===== src/sv/assert_macros.svh =====
// Assertion macros used by the odometry controller.
`ifndef ASSERT_MACROS_SVH
`define ASSERT_MACROS_SVH

// Same-cycle implication, checked outside reset.
`define ASSERT_IMPL(lbl, ante, cons, msg) \
  lbl: assert property (@(posedge clk) disable iff (!rst_n) (ante) |-> (cons)) else $error(msg);

// Next-cycle implication, checked outside reset.
`define ASSERT_NEXT(lbl, ante, cons, msg) \
  lbl: assert property (@(posedge clk) disable iff (!rst_n) (ante) |=> (cons)) else $error(msg);

`endif


===== src/sv/odo_pkg.sv =====
// Shared types, constants and functions of the odometry block.
package odo_pkg;

  localparam int unsigned TRIG_ITERATIONS = 24;
  localparam int unsigned TRIG_CNT_W = 6;

  localparam logic [31:0] MPT_RESET = 32'd237182;
  localparam logic [31:0] IWB_RESET = 32'd43577184;
  localparam logic [63:0] ANGLE_SCALE = 64'd349985421095;
  localparam logic signed [33:0] CORDIC_START = 34'sd652032874;
  localparam logic [63:0] VEL_SCALE = 64'd1000000;

  localparam int unsigned CFG_IDX_W = 8;
  localparam logic [CFG_IDX_W-1:0] CFG_MPT = 8'd0;
  localparam logic [CFG_IDX_W-1:0] CFG_IWB = 8'd1;

  typedef enum logic [3:0] {
    OP_WL, OP_WR, OP_TURN, OP_STEP, OP_PX, OP_PY, OP_NL, OP_DL, OP_NA, OP_DA, OP_DONE
  } op_t;

  typedef enum logic [1:0] {ST_IDLE, ST_ISSUE, ST_MWAIT, ST_DWAIT} state_t;

  typedef struct packed {
    logic load;
    logic mul_start;
    logic div_start;
    logic out_load;
    op_t  op;
  } cmd_t;

  typedef struct packed {
    logic mul_done;
    logic div_done;
    logic trig_done;
    logic out_busy;
  } sts_t;

  function automatic logic [31:0] atan_entry(input logic [4:0] i);
    logic [31:0] v;
    case (i)
      5'd0: v = 32'd536870912;   5'd1: v = 32'd316933406;
      5'd2: v = 32'd167458907;   5'd3: v = 32'd85004756;
      5'd4: v = 32'd42667331;    5'd5: v = 32'd21354465;
      5'd6: v = 32'd10679838;    5'd7: v = 32'd5340245;
      5'd8: v = 32'd2670163;     5'd9: v = 32'd1335087;
      5'd10: v = 32'd667544;     5'd11: v = 32'd333772;
      5'd12: v = 32'd166886;     5'd13: v = 32'd83443;
      5'd14: v = 32'd41722;      5'd15: v = 32'd20861;
      5'd16: v = 32'd10430;      5'd17: v = 32'd5215;
      5'd18: v = 32'd2608;       5'd19: v = 32'd1304;
      5'd20: v = 32'd652;        5'd21: v = 32'd326;
      5'd22: v = 32'd163;        5'd23: v = 32'd81;
      5'd24: v = 32'd41;         5'd25: v = 32'd20;
      5'd26: v = 32'd10;         5'd27: v = 32'd5;
      5'd28: v = 32'd3;          5'd29: v = 32'd1;
      5'd30: v = 32'd1;
      default: v = 32'd0;
    endcase
    return v;
  endfunction

  // Clamp to the 48 bit signed range.
  function automatic logic [47:0] sat48(input logic signed [65:0] v);
    logic signed [65:0] hi;
    logic signed [65:0] lo;
    hi = $signed({19'd0, {47{1'b1}}});
    lo = $signed({{19{1'b1}}, 47'd0});
    if (v > hi) return hi[47:0];
    if (v < lo) return lo[47:0];
    return v[47:0];
  endfunction

endpackage


===== src/sv/odo_ctrl.sv =====
// Odometry controller: steps the datapath through one sample's operations.
module odo_ctrl (
  input  logic          clk,
  input  logic          rst_n,
  input  logic          in_tvalid,
  output logic          in_tready,
  input  odo_pkg::sts_t sts,
  output odo_pkg::cmd_t cmd
);
  import odo_pkg::*;
  `include "assert_macros.svh"

  state_t state_r, state_nxt;
  op_t op_r, op_nxt;

  assign in_tready = (state_r == ST_IDLE);

  always_ff @(posedge clk) begin
    if (!rst_n) begin
      state_r <= ST_IDLE;
      op_r <= OP_WL;
    end else begin
      state_r <= state_nxt;
      op_r <= op_nxt;
    end
  end

  always_comb begin
    state_nxt = state_r;
    op_nxt = op_r;
    cmd = '0;
    cmd.op = op_r;
    case (state_r)
      ST_IDLE: begin
        if (in_tvalid) begin
          cmd.load = 1'b1;
          op_nxt = OP_WL;
          state_nxt = ST_ISSUE;
        end
      end
      ST_ISSUE: begin
        case (op_r)
          OP_DONE: begin
            if (!sts.out_busy) begin
              cmd.out_load = 1'b1;
              state_nxt = ST_IDLE;
            end
          end
          OP_DL, OP_DA: begin
            cmd.div_start = 1'b1;
            state_nxt = ST_DWAIT;
          end
          OP_PX, OP_PY: begin
            // hold until the trig unit has settled
            if (sts.trig_done) begin
              cmd.mul_start = 1'b1;
              state_nxt = ST_MWAIT;
            end
          end
          default: begin
            cmd.mul_start = 1'b1;
            state_nxt = ST_MWAIT;
          end
        endcase
      end
      ST_MWAIT: begin
        if (sts.mul_done) begin
          op_nxt = op_t'(op_r + 4'd1);
          state_nxt = ST_ISSUE;
        end
      end
      ST_DWAIT: begin
        if (sts.div_done) begin
          op_nxt = op_t'(op_r + 4'd1);
          state_nxt = ST_ISSUE;
        end
      end
      default: state_nxt = ST_IDLE;
    endcase
  end

  `ASSERT_NEXT(a_load_issues, cmd.load, (state_r == ST_ISSUE) && (op_r == OP_WL), "load must start the op sequence")
  `ASSERT_IMPL(a_out_free, cmd.out_load, !sts.out_busy && (op_r == OP_DONE), "output loaded while busy")
  `ASSERT_NEXT(a_mul_wait, (state_r == ST_MWAIT) && sts.mul_done, state_r == ST_ISSUE, "mul done not taken")
  `ASSERT_IMPL(a_trig_ready, cmd.mul_start && (op_r == OP_PX || op_r == OP_PY), sts.trig_done, "pose step before trig done")

endmodule


===== config.mk =====
export PLATFORM = sky130hd
export DESIGN_NAME = odo_ctrl
export DESIGN_NICKNAME = d
export VERILOG_FILES = /design/src/sv/odo_pkg.sv /design/src/sv/odo_ctrl.sv
export VERILOG_INCLUDE_DIRS = /design/src /design/src/sv
export SDC_FILE = /design/constraint.sdc
export NUM_CORES = 1
export LEC_CHECK = 0
export ABC_AREA = 1
export BUFFER_PORTS_ARGS = -buffer_cell sky130_fd_sc_hd__buf_2
export CORE_UTILIZATION = 40
export DETAILED_ROUTE_END_ITERATION = 8
export HOLD_SLACK_MARGIN = 0.15
export PLACE_DENSITY = 0.66
export SYNTH_ARGS = -nofsm -noshare
export SYNTH_HDL_FRONTEND = slang
export SYNTH_SLANG_ARGS = --single-unit

===== constraint.sdc =====
create_clock -name clk -period 2.5 [get_ports clk]
set_clock_uncertainty 0.2 [all_clocks]
set_input_delay 0.125 -clock clk [delete_from_list [all_inputs] [get_ports clk]]
set_output_delay 0.125 -clock clk [all_outputs]
set_load 0.01 [all_outputs]

# After elaboration in Yosys (flattened, before gate mapping)

Index checks and enable logic that the tools add are counted.

Register bits after elaboration: 6
Input port bits: 7
Output and inout bits: 9
Word-level logic and storage cells: 42

Add/sub/neg operators: 1
Equal/unequal tests: 13
Multiplexer cells: 19
Reductions and logical operators: 7

Operators by type and width:

| cell                | count |
|---|---|
| $eq 4x3->1 const B  | 3 |
| $mux 4              | 3 |
| $pmux 4 s3          | 1 |
| $mux 2              | 5 |
| $eq 4x4->1 const B  | 2 |
| $pmux 2 s4          | 1 |
| $mux 1              | 6 |
| $ne 2x2->1 const B  | 3 |
| $ne 3x3->1 const B  | 2 |
| $pmux 2 s3          | 1 |
| $reduce_and 5->1    | 1 |
| $add 4x1->4 const B | 1 |
| $eq 2x2->1 const B  | 2 |
| $reduce_and 4->1    | 1 |
| $reduce_or 2->1     | 2 |
| $mux 3              | 1 |
| $reduce_bool 3->1   | 1 |
| $reduce_or 3->1     | 1 |
| $eq 2x1->1 const B  | 1 |
| $logic_not 2->1     | 1 |
| $pmux 1 s2          | 1 |

# Longest topological paths before layout

Gate-level depths: netlist of run 1.

Word-level depth: 4
Depth in mapped cells: 11
Mapped depth without buffers: 11

# Worst setup path after synthesis of run 1

OpenSTA, ideal clock, no wires.

Kind: register -> output
Start: register op_r[0]
End: output cmd[6] (netlist name)
Data arrival time: 1.284 ns
Required time: 2.175 ns
Setup slack: 0.891 ns
Stages on the path, launching flop included: 7
Buffers on the path: 0
Path through: dfxtp_1 inv_1 ha_1 and3_1 o21ai_0 nand2_1 nor2_1

RTL lines:

| what                     | RTL line       | RTL |
|---|---|---|
| start: declaration       | odo_ctrl.sv:14 | `op_t op_r, op_nxt;` |
| start signal: assignment | odo_ctrl.sv:24 | `op_r <= op_nxt;` |
| end: declaration         | odo_ctrl.sv:8  | `output odo_pkg::cmd_t cmd` |

==> impl_results.md, run 1 <==
- Category of cells accounting for the largest share of critical-path delay: flip-flops
- Crit path max-delay cell type: sky130_fd_sc_hd__dfxtp_1
- Number of enable-type register cells in the synthesized netlist: 0
- Count of clock tree sinks: 6
- Kind of end point of the critical path: primary output
- Total of cells resized after clock tree synthesis: 0
- Y dimension of the die: 39.0 um
- Worst setup path category: reg2out
- Sequential cell area fraction in the yosys report: 0.220
- Leading post-synthesis cells by cell area: sky130_fd_sc_hd__dfxtp_1 (22%), sky130_fd_sc_hd__nand2_1 (11%), sky130_fd_sc_hd__inv_1 (10%), sky130_fd_sc_hd__ha_1 (9.2%), sky130_fd_sc_hd__nor2_1 (7.6%)
- Final number of max-transition violations: 0
- Routability cong.: 0.765
- Clock share of power: 0.166
- Slew HR: 0.756
- Core Area: 1190 sq um
- Actual slew at the worst max-slew pin: 0.365 ns
- Total leakage power: 0.000348 uW
- Synthesis-to-layout area growth: 20.8%
- Sequential fraction of design power: 0.277
- Antenna violations before repair: 0
- Count of H-tree levels built during CTS: 1
- Switching pwr: 272 uW
- Result of the run: finished clean
- Via count of the first global-routing pass: 461
- Flops & latches, synth: 6
- Total area of multi-input combinational cells: 344 sq um
- Total grt overflow: 0
- Number of buffer cells added on primary ports: 15
- Total clock buffers created by CTS: 3
- Standard-cell rows: 12
- Die extent in x: 39.0 um
- Number of nets still failing antenna checks after routing: 0
- Cell area after synthesis: 547 sq um
- Share of async-settable or async-resettable flops after synthesis: 0
- Max cap viols: 0
- Initial standard-cell utilization of the core: 0.461
- Cell Chain, Critical Path: inv_1 -> ha_1 -> and3_1 -> o21ai_0 -> nand2_1 -> nor2_1 -> buf_2
- Portion of total power attributed to combinational logic: 0.557
- Critical Path Fanout Max: 5
- Initial drt markers: 5
- Unrepaired setup endpoints after global routing: no
- Post-Syn Nets: 97
- I/O pin cnt: 16
- Post-synth top cells: sky130_fd_sc_hd__nand2_1 (16), sky130_fd_sc_hd__inv_1 (15), sky130_fd_sc_hd__nor2_1 (11)
- Total power density per cell area: 850 nW/um^2
- Period Utilization, post-route: 0.771
- Clock transition time at the flip-flop clock pins of the worst setup and hold paths: 0.05 ns
- Dpl hpwl: 850 um
- Final #Nets: 117
- Fmax achieved: 519 MHz
- Total die area: 1520 sq um
- Arrival time of data at the critical path endpoint: 1.60 ns
- Ys Warns: 0
- Total number of vias: 550
- Max clock buf depth: 2
- Vias per Instance: 4.66
- Global router's overall resource usage: 0.176
- Count of final hold-check violations: 0
- Antenna cells: 0
- Detail-routed net length per standard cell: 8.92 um
- Layout cell share with drive strength beyond 1: 0.288
- Router iterations before antenna repair: 2
- Biggest area consumer among synthesized cells: sky130_fd_sc_hd__dfxtp_1
- Total of endpoints with negative setup slack in the final report: 0
- Wire length of the first global-routing pass: 1.74 mm
- Number of design rule violations left after detail routing: 0
- Critical Path Start Type: flop
- Final period demand of the worst path: 1.93 ns
- Cells after synthesis: 86
- Dominant synthesized flop cell: sky130_fd_sc_hd__dfxtp_1
- Synth Area per Inst: 6.36 sq um
- Min-Delay Path Class: in2reg
- Total wire length: 1.05 mm
- Critical path's largest stage delay: 0.39 ns
- Number of distinct library cells after synthesis: 21
- Clock root buffer: sky130_fd_sc_hd__clkbuf_4
- Synth top area share: 0.220
- Sw Share: 0.484
- Endpoint required time on the critical path: 2.17 ns
- Most frequent cell after synthesis: sky130_fd_sc_hd__nand2_1
- Max IR drop VDD: 0.422 mV
- Buffers and inverters on the worst path: 2
- Final cell utilization of the core: 0.557
- Maximum number of pins on one net before global-route repair: 9
- Cell-internal power: 290 uW
- Clock latency on the worst-skew pair: 0.25 ns
- FF/Latch Area: 120 sq um
- Filler instances: 117
- Clock tree from TritonCTS: built
- Final sum of negative setup slack: 0 ns
-- power groups by stage --
| stage | registers [uW] | clock network (uW) | logic, uW |
|---|---|---|---|
| floorplan | 138 | 0 | 275 |
| global placement | 158 | 0 | 311 |
| detailed placement | 159 | 0 | 313 |
| CTS | 156 | 96.9 | 316 |
| global route | 159 | 100 | 345 |
| finish | 155 | 93.0 | 313 |
-- layer usage --
| metal | track usage | vias up | part of all wire |
|---|---|---|---|
| li1 | - | 303 | - |
| met1 | 0.192 | 232 | 0.50 |
| met2 | 0.296 | 10 | 0.44 |
| met3 | 0.0173 | 5 | 0.025 |
| met4 | 0.155 | 0 | 0.039 |
| met5 | 0 | - | 0 |
-- flip-flops by register name, indices dropped and copies added, names as in the netlist --
name / count
op_r: 4
state_r: 2
-- logic make-up after synthesis --
kind of cell	count (synthesis)	share of synthesized area
AO/OA/AOI/OAI	8	0.0732
buffers and inverters	20	0.151
flip-flops	6	0.220
adder cells (fa/ha/maj)	4	0.0915
AND/OR/NAND/NOR	48	0.465
-- cells in the final DEF (no fill, tap or decap), types with 2 or more instances in the layout --
cell type                   n
sky130_fd_sc_hd__nand2_4    2
sky130_fd_sc_hd__nand3_1    8
sky130_fd_sc_hd__o21ai_1    2
sky130_fd_sc_hd__inv_1     15
sky130_fd_sc_hd__nor2_2     2
sky130_fd_sc_hd__inv_2      4
sky130_fd_sc_hd__nor3_1     2
sky130_fd_sc_hd__buf_2     15
sky130_fd_sc_hd__o21ai_0    2
sky130_fd_sc_hd__nand2_1   16
sky130_fd_sc_hd__nor2_1    11
sky130_fd_sc_hd__clkbuf_4   3
sky130_fd_sc_hd__a21oi_1    4
sky130_fd_sc_hd__ha_1       4
sky130_fd_sc_hd__dfxtp_1    6
-- what timing repair did --
item,4_1_cts,5_1_grt
hold buffers,1,0
endpoints found under the hold margin,6,0
buffers inserted,0,0
-- final timing paths --
kind | start | endpoint | slack [ns] | cells after the start
max | op_r[0] | cmd[6] | 0.57 | 7
max reg2reg | op_r[0] | state_r[1] | 0.83 | 10
min reg2reg | op_r[1] | op_r[1] | 0.31 | 2
min | in_tvalid | op_r[1] | 0.18 | 7
-- tightest hold or removal path, stage by stage --
cell                      delay (ns)
sky130_fd_sc_hd__buf_2          0.09
sky130_fd_sc_hd__inv_1          0.09
sky130_fd_sc_hd__nand2_4        0.07
sky130_fd_sc_hd__inv_2          0.05
sky130_fd_sc_hd__nor2_2         0.04
sky130_fd_sc_hd__nand3_1        0.06
sky130_fd_sc_hd__a21oi_1        0.06
-- layout make-up --
cell class | count | share of cell area
clock buffer | 3 | 0.0341
inverter | 19 | 0.108
multi-input combinational | 60 | 0.521
sequential | 6 | 0.182
tap | 14 | 0.0265
timing repair buffer | 16 | 0.129
-- stage by stage --
| step | cell area [sq um] | power [uW] | cells | worst slack, ns | hold WS, ns |
|---|---|---|---|---|---|
| floorplan | 547 | 413 | 86 | 0.891 | 0.0226 |
| global placement | 628 | 469 | 114 | 0.822 | 0.139 |
| detailed placement | 628 | 472 | 114 | 0.832 | 0.141 |
| CTS | 661 | 569 | 118 | 0.564 | 0.181 |
| global route | 661 | 605 | 118 | 0.381 | 0.210 |
| finish | 661 | 561 | 118 | 0.572 | 0.180 |
No activity file was read; power rests on OpenSTA's default activity.
==> run 2, diff against run 1 <==
--- a/config.mk
+++ b/config.mk
@@ -6,12 +6,13 @@
 export SDC_FILE = /design/constraint.sdc
 export NUM_CORES = 1
 export LEC_CHECK = 0
-export ABC_AREA = 1
+export ABC_AREA = 0
 export BUFFER_PORTS_ARGS = -buffer_cell sky130_fd_sc_hd__buf_2
-export CORE_UTILIZATION = 40
+export CORE_AREA = 2 2 39 41
 export DETAILED_ROUTE_END_ITERATION = 8
+export DIE_AREA = 0 0 41 43
 export HOLD_SLACK_MARGIN = 0.15
-export PLACE_DENSITY = 0.66
+export PLACE_DENSITY = 0.6
 export SYNTH_ARGS = -nofsm -noshare
 export SYNTH_HDL_FRONTEND = slang
 export SYNTH_SLANG_ARGS = --single-unit
==> constraint.sdc (replaced) <==
create_clock -name clk -period 2 [get_ports clk]
set_clock_uncertainty 0.2 [all_clocks]
set_input_delay 0.1 -clock clk [delete_from_list [all_inputs] [get_ports clk]]
set_output_delay 0.1 -clock clk [all_outputs]
set_load 0.01 [all_outputs]
==> run 2 against run 1 <==
Cell area is 6.4% lower. Critical endpoint unchanged. Flip-flop and latch count unchanged. Combinational power shrank 62%. Highest routed layer unchanged. First-iteration DRC count shrank 20%. Cell count fell by 23%.
==> impl_results.md, run 2 <==
- Result of the run: finished clean
- DP Area: 543 sq um (-14%)
- Detail-routed net length per standard cell: 10.4 um (+16%)
- Clock root buffer: sky130_fd_sc_hd__clkbuf_4
- Sum of met2 wire segment lengths after detailed routing: 466 um (+1.5%)
- Total number of vias: 464 (-16%)
- Most frequent standard cell in the layout excluding fill and tap cells: sky130_fd_sc_hd__buf_2
- Multiplexer share of the synthesized area: 0.0330 (+0.0330)
- Count of H-tree levels built during CTS: 1 (unchanged)
- Top routing layer in use: met4
- Flip-flop count of the largest register, all copies and words added: 4 (unchanged)
- I/O pin cnt: 16 (unchanged)
- Initial drt markers: 4 (-1)
- Endpoint required time on the critical path: 1.70 ns (-0.47 ns)
- Total grt overflow: 0 (unchanged)
- Post-Syn Nets: 64 (-34%)
- Synthesis-to-layout area growth: 35.7%
- Synth top area share: 0.264 (+0.0441)
- Antenna cells: 0 (unchanged)
- Standard-cell rows: 14 (+2)
- Filler instances: 146 (+25%)
- Max clock buf depth: 2 (unchanged)
- Commonest cells after routing, fill and taps aside: sky130_fd_sc_hd__buf_2 (15), sky130_fd_sc_hd__nor2_1 (6), sky130_fd_sc_hd__dlygate4sd3_1 (5)
- Met1 Wirelength: 424 um (-19%)
- Total power density per cell area: 606 nW/um^2 (-29%)
- Final number of max-transition violations: 0 (unchanged)
- Clock latency on the worst-skew pair: 0.24 ns (about the same)
- Ys Warns: 0 (unchanged)
- Number of nets still failing antenna checks after routing: 0 (unchanged)
- Wire length of the first global-routing pass: 1.55 mm (-11%)
- Total leakage power: 0.000286 uW (-18%)
- Synth Area per Inst: 8.59 sq um (+35%)
- Unrepaired setup endpoints after global routing: no
- Leading post-synthesis cells by cell area: sky130_fd_sc_hd__dfxtp_1 (26%), sky130_fd_sc_hd__ha_1 (11%), sky130_fd_sc_hd__nor2_1 (4.9%), sky130_fd_sc_hd__o211ai_1 (4.9%), sky130_fd_sc_hd__o22a_4 (3.8%)
- Y dimension of the die: 43 um (+10%)
- Count of final hold-check violations: 0 (unchanged)
- Min-Delay Path Class: in2reg
- Smallest hold slack: 0.196 ns (+0.0165 ns)
- Total power draw: 375 uW (-33%)
- Layout cell share with drive strength beyond 1: 0.347 (+0.0582)
- Post-synth top cells: sky130_fd_sc_hd__dfxtp_1 (6), sky130_fd_sc_hd__nor2_1 (6), sky130_fd_sc_hd__ha_1 (4)
- Sequential cell area fraction in the yosys report: 0.264 (+0.0441)
- Biggest area consumer among synthesized cells: sky130_fd_sc_hd__dfxtp_1
- Dpl hpwl: 781 um (-8.1%)
- Total die area: 1760 sq um (+16%)
- Slew HR: 0.803 (+0.0467)
- Initial standard-cell utilization of the core: 0.329 (-0.132)
- Cell area after synthesis: 455 sq um (-17%)
- Count of clock tree sinks: 6 (unchanged)
- Max IR drop VDD: 0.362 mV (-14%)
- Number of buffers inserted to repair setup after CTS: 0 (unchanged)
- Actual slew at the worst max-slew pin: 0.294 ns (-0.0715 ns)
- Number of distinct library cells after synthesis: 27 (+29%)
- Maximum number of pins on one net before global-route repair: 10 (+1)
- Max cap viols: 0 (unchanged)
- Die extent in x: 41 um (+5.2%)
- Final cell utilization of the core: 0.447 (-0.110)
- Core Area: 1380 sq um (+17%)
- Clock tree from TritonCTS: built
- Final sum of negative setup slack: 0 ns (unchanged)
- Share of the synthesized netlist area taken by xor and xnor gates: 0.0385 (+0.0385)
- Total area of multi-input combinational cells: 309 sq um (-10%)
- Routability cong.: 0.814 (+6.4%)
- Biggest regs: op_r (4), state_r (2)
- Synth Area in Compound Gates: 0.277 (+0.204)
- Global router's overall resource usage: 0.136 (-0.0404)
- Number of buffer cells added on primary ports: 15 (unchanged)
- Period Utilization, post-route: 0.913
- Synthesized-area fraction occupied by adder cells: 0.110 (+0.0184)
- Critical Path Fanout Max: 6 (+1)
- Vias per Instance: 5.10 (+9.4%)
- Router iterations before antenna repair: 4 (+2)
- Clock transition time at the flip-flop clock pins of the worst setup and hold paths: 0.04 ns (about the same)
- Number of design rule violations left after detail routing: 0 (unchanged)
- Post-layout instance area: 618 sq um (-6.4%)
- FF/Latch Area: 123 sq um (+2.1%)
- Via count of the first global-routing pass: 400 (-13%)
- Critical Path Start Type: flop
- Flops & latches, synth: 6 (unchanged)
- Worst setup path category: reg2out
- Largest family of logic cells by synthesized area: compound AO/OA/AOI/OAI gates
- Antenna violations before repair: 0 (unchanged)
- Kind of end point of the critical path: primary output
- Met3 Wirelength: 47 um (+81%)
- Final #Nets: 88 (-25%)
- Dominant synthesized flop cell: sky130_fd_sc_hd__dfxtp_1
- Cells after synthesis: 53 (-38%)
- Total wire length: 945 um (-10%)
- Total of endpoints with negative setup slack in the final report: 0 (unchanged)
- Number of enable-type register cells in the synthesized netlist: 0 (unchanged)
- Post-synthesis simple-gate area fraction: 0.220 (-0.245)
- Fmax achieved: 548 MHz
- Total clock buffers created by CTS: 3 (unchanged)
- Final period demand of the worst path: 1.83 ns
- Register ranked first by flip-flop count: op_r
- Share of async-settable or async-resettable flops after synthesis: 0 (unchanged)
- Arrival time of data at the critical path endpoint: 1.53 ns (-0.07 ns)
run 2: worst max-delay path: stages (launching register included):
cell                      delay, ns
sky130_fd_sc_hd__dfxtp_2       0.36
sky130_fd_sc_hd__inv_1         0.07
sky130_fd_sc_hd__ha_1          0.22
sky130_fd_sc_hd__a22oi_1       0.24
sky130_fd_sc_hd__nand3_1       0.11
sky130_fd_sc_hd__a21oi_1       0.14
sky130_fd_sc_hd__buf_2         0.14
run 2: metrics by stage:
step	worst slack (ns)	std cells
floorplan	0.370	53
global placement	0.306	83
detailed placement	0.273	83
CTS	0.103	91
global route	0.0646	91
finish	0.174	91
run 2: worst paths after layout:
check	cells after the start	start	slack [ns]	to
worst max-delay path	6	op_r[1]	0.17	cmd[6]
worst min-delay path	5	sts[3]	0.20	op_r[0]
worst max register to register	4	state_r[1]	0.27	state_r[0]
worst min register to register	2	op_r[0]	0.29	op_r[0]
run 2: metal layers:
| metal | vias to the layer above | track usage |
|---|---|---|
| met5 | - | 0 |
| met4 | 0 | 0.0800 |
| met3 | 2 | 0.0785 |
| met2 | 8 | 0.191 |
| met1 | 216 | 0.152 |
| li1 | 238 | - |
run 2: power by group:
part	leakage (uW)	switching (uW)	internal, uW
Combinational	0.000222	56.7	61.4
Clock	0.0000138	41.0	67.7
Sequential	0.0000498	17.9	130
Total	0.000286	116	259
run 2: final cells by class:
| cell class | count | area share |
|---|---|---|
| tap | 16 | 0.0324 |
| multi-input combinational | 42 | 0.500 |
| clock buffer | 3 | 0.0364 |
| sequential | 6 | 0.198 |
| inverter | 3 | 0.0182 |
| timing repair buffer | 21 | 0.215 |
run 2: cells by family after synthesis:
group	after synthesis
AOI/OAI and AO/OA	15
adders and majority gates	4
buffers and inverters	5
xor gates and xnor gates	2
muxes	1
and+or+nand+nor	20
DFF	6
run 2: timing repair:
| action | in CTS | in global routing |
|---|---|---|
| hold endpoints to repair | 6 | 0 |
| endpoints found under the setup margin | 0 | 1 |
| gates resized for setup | 0 | 2 |
| hold buffers | 5 | 0 |
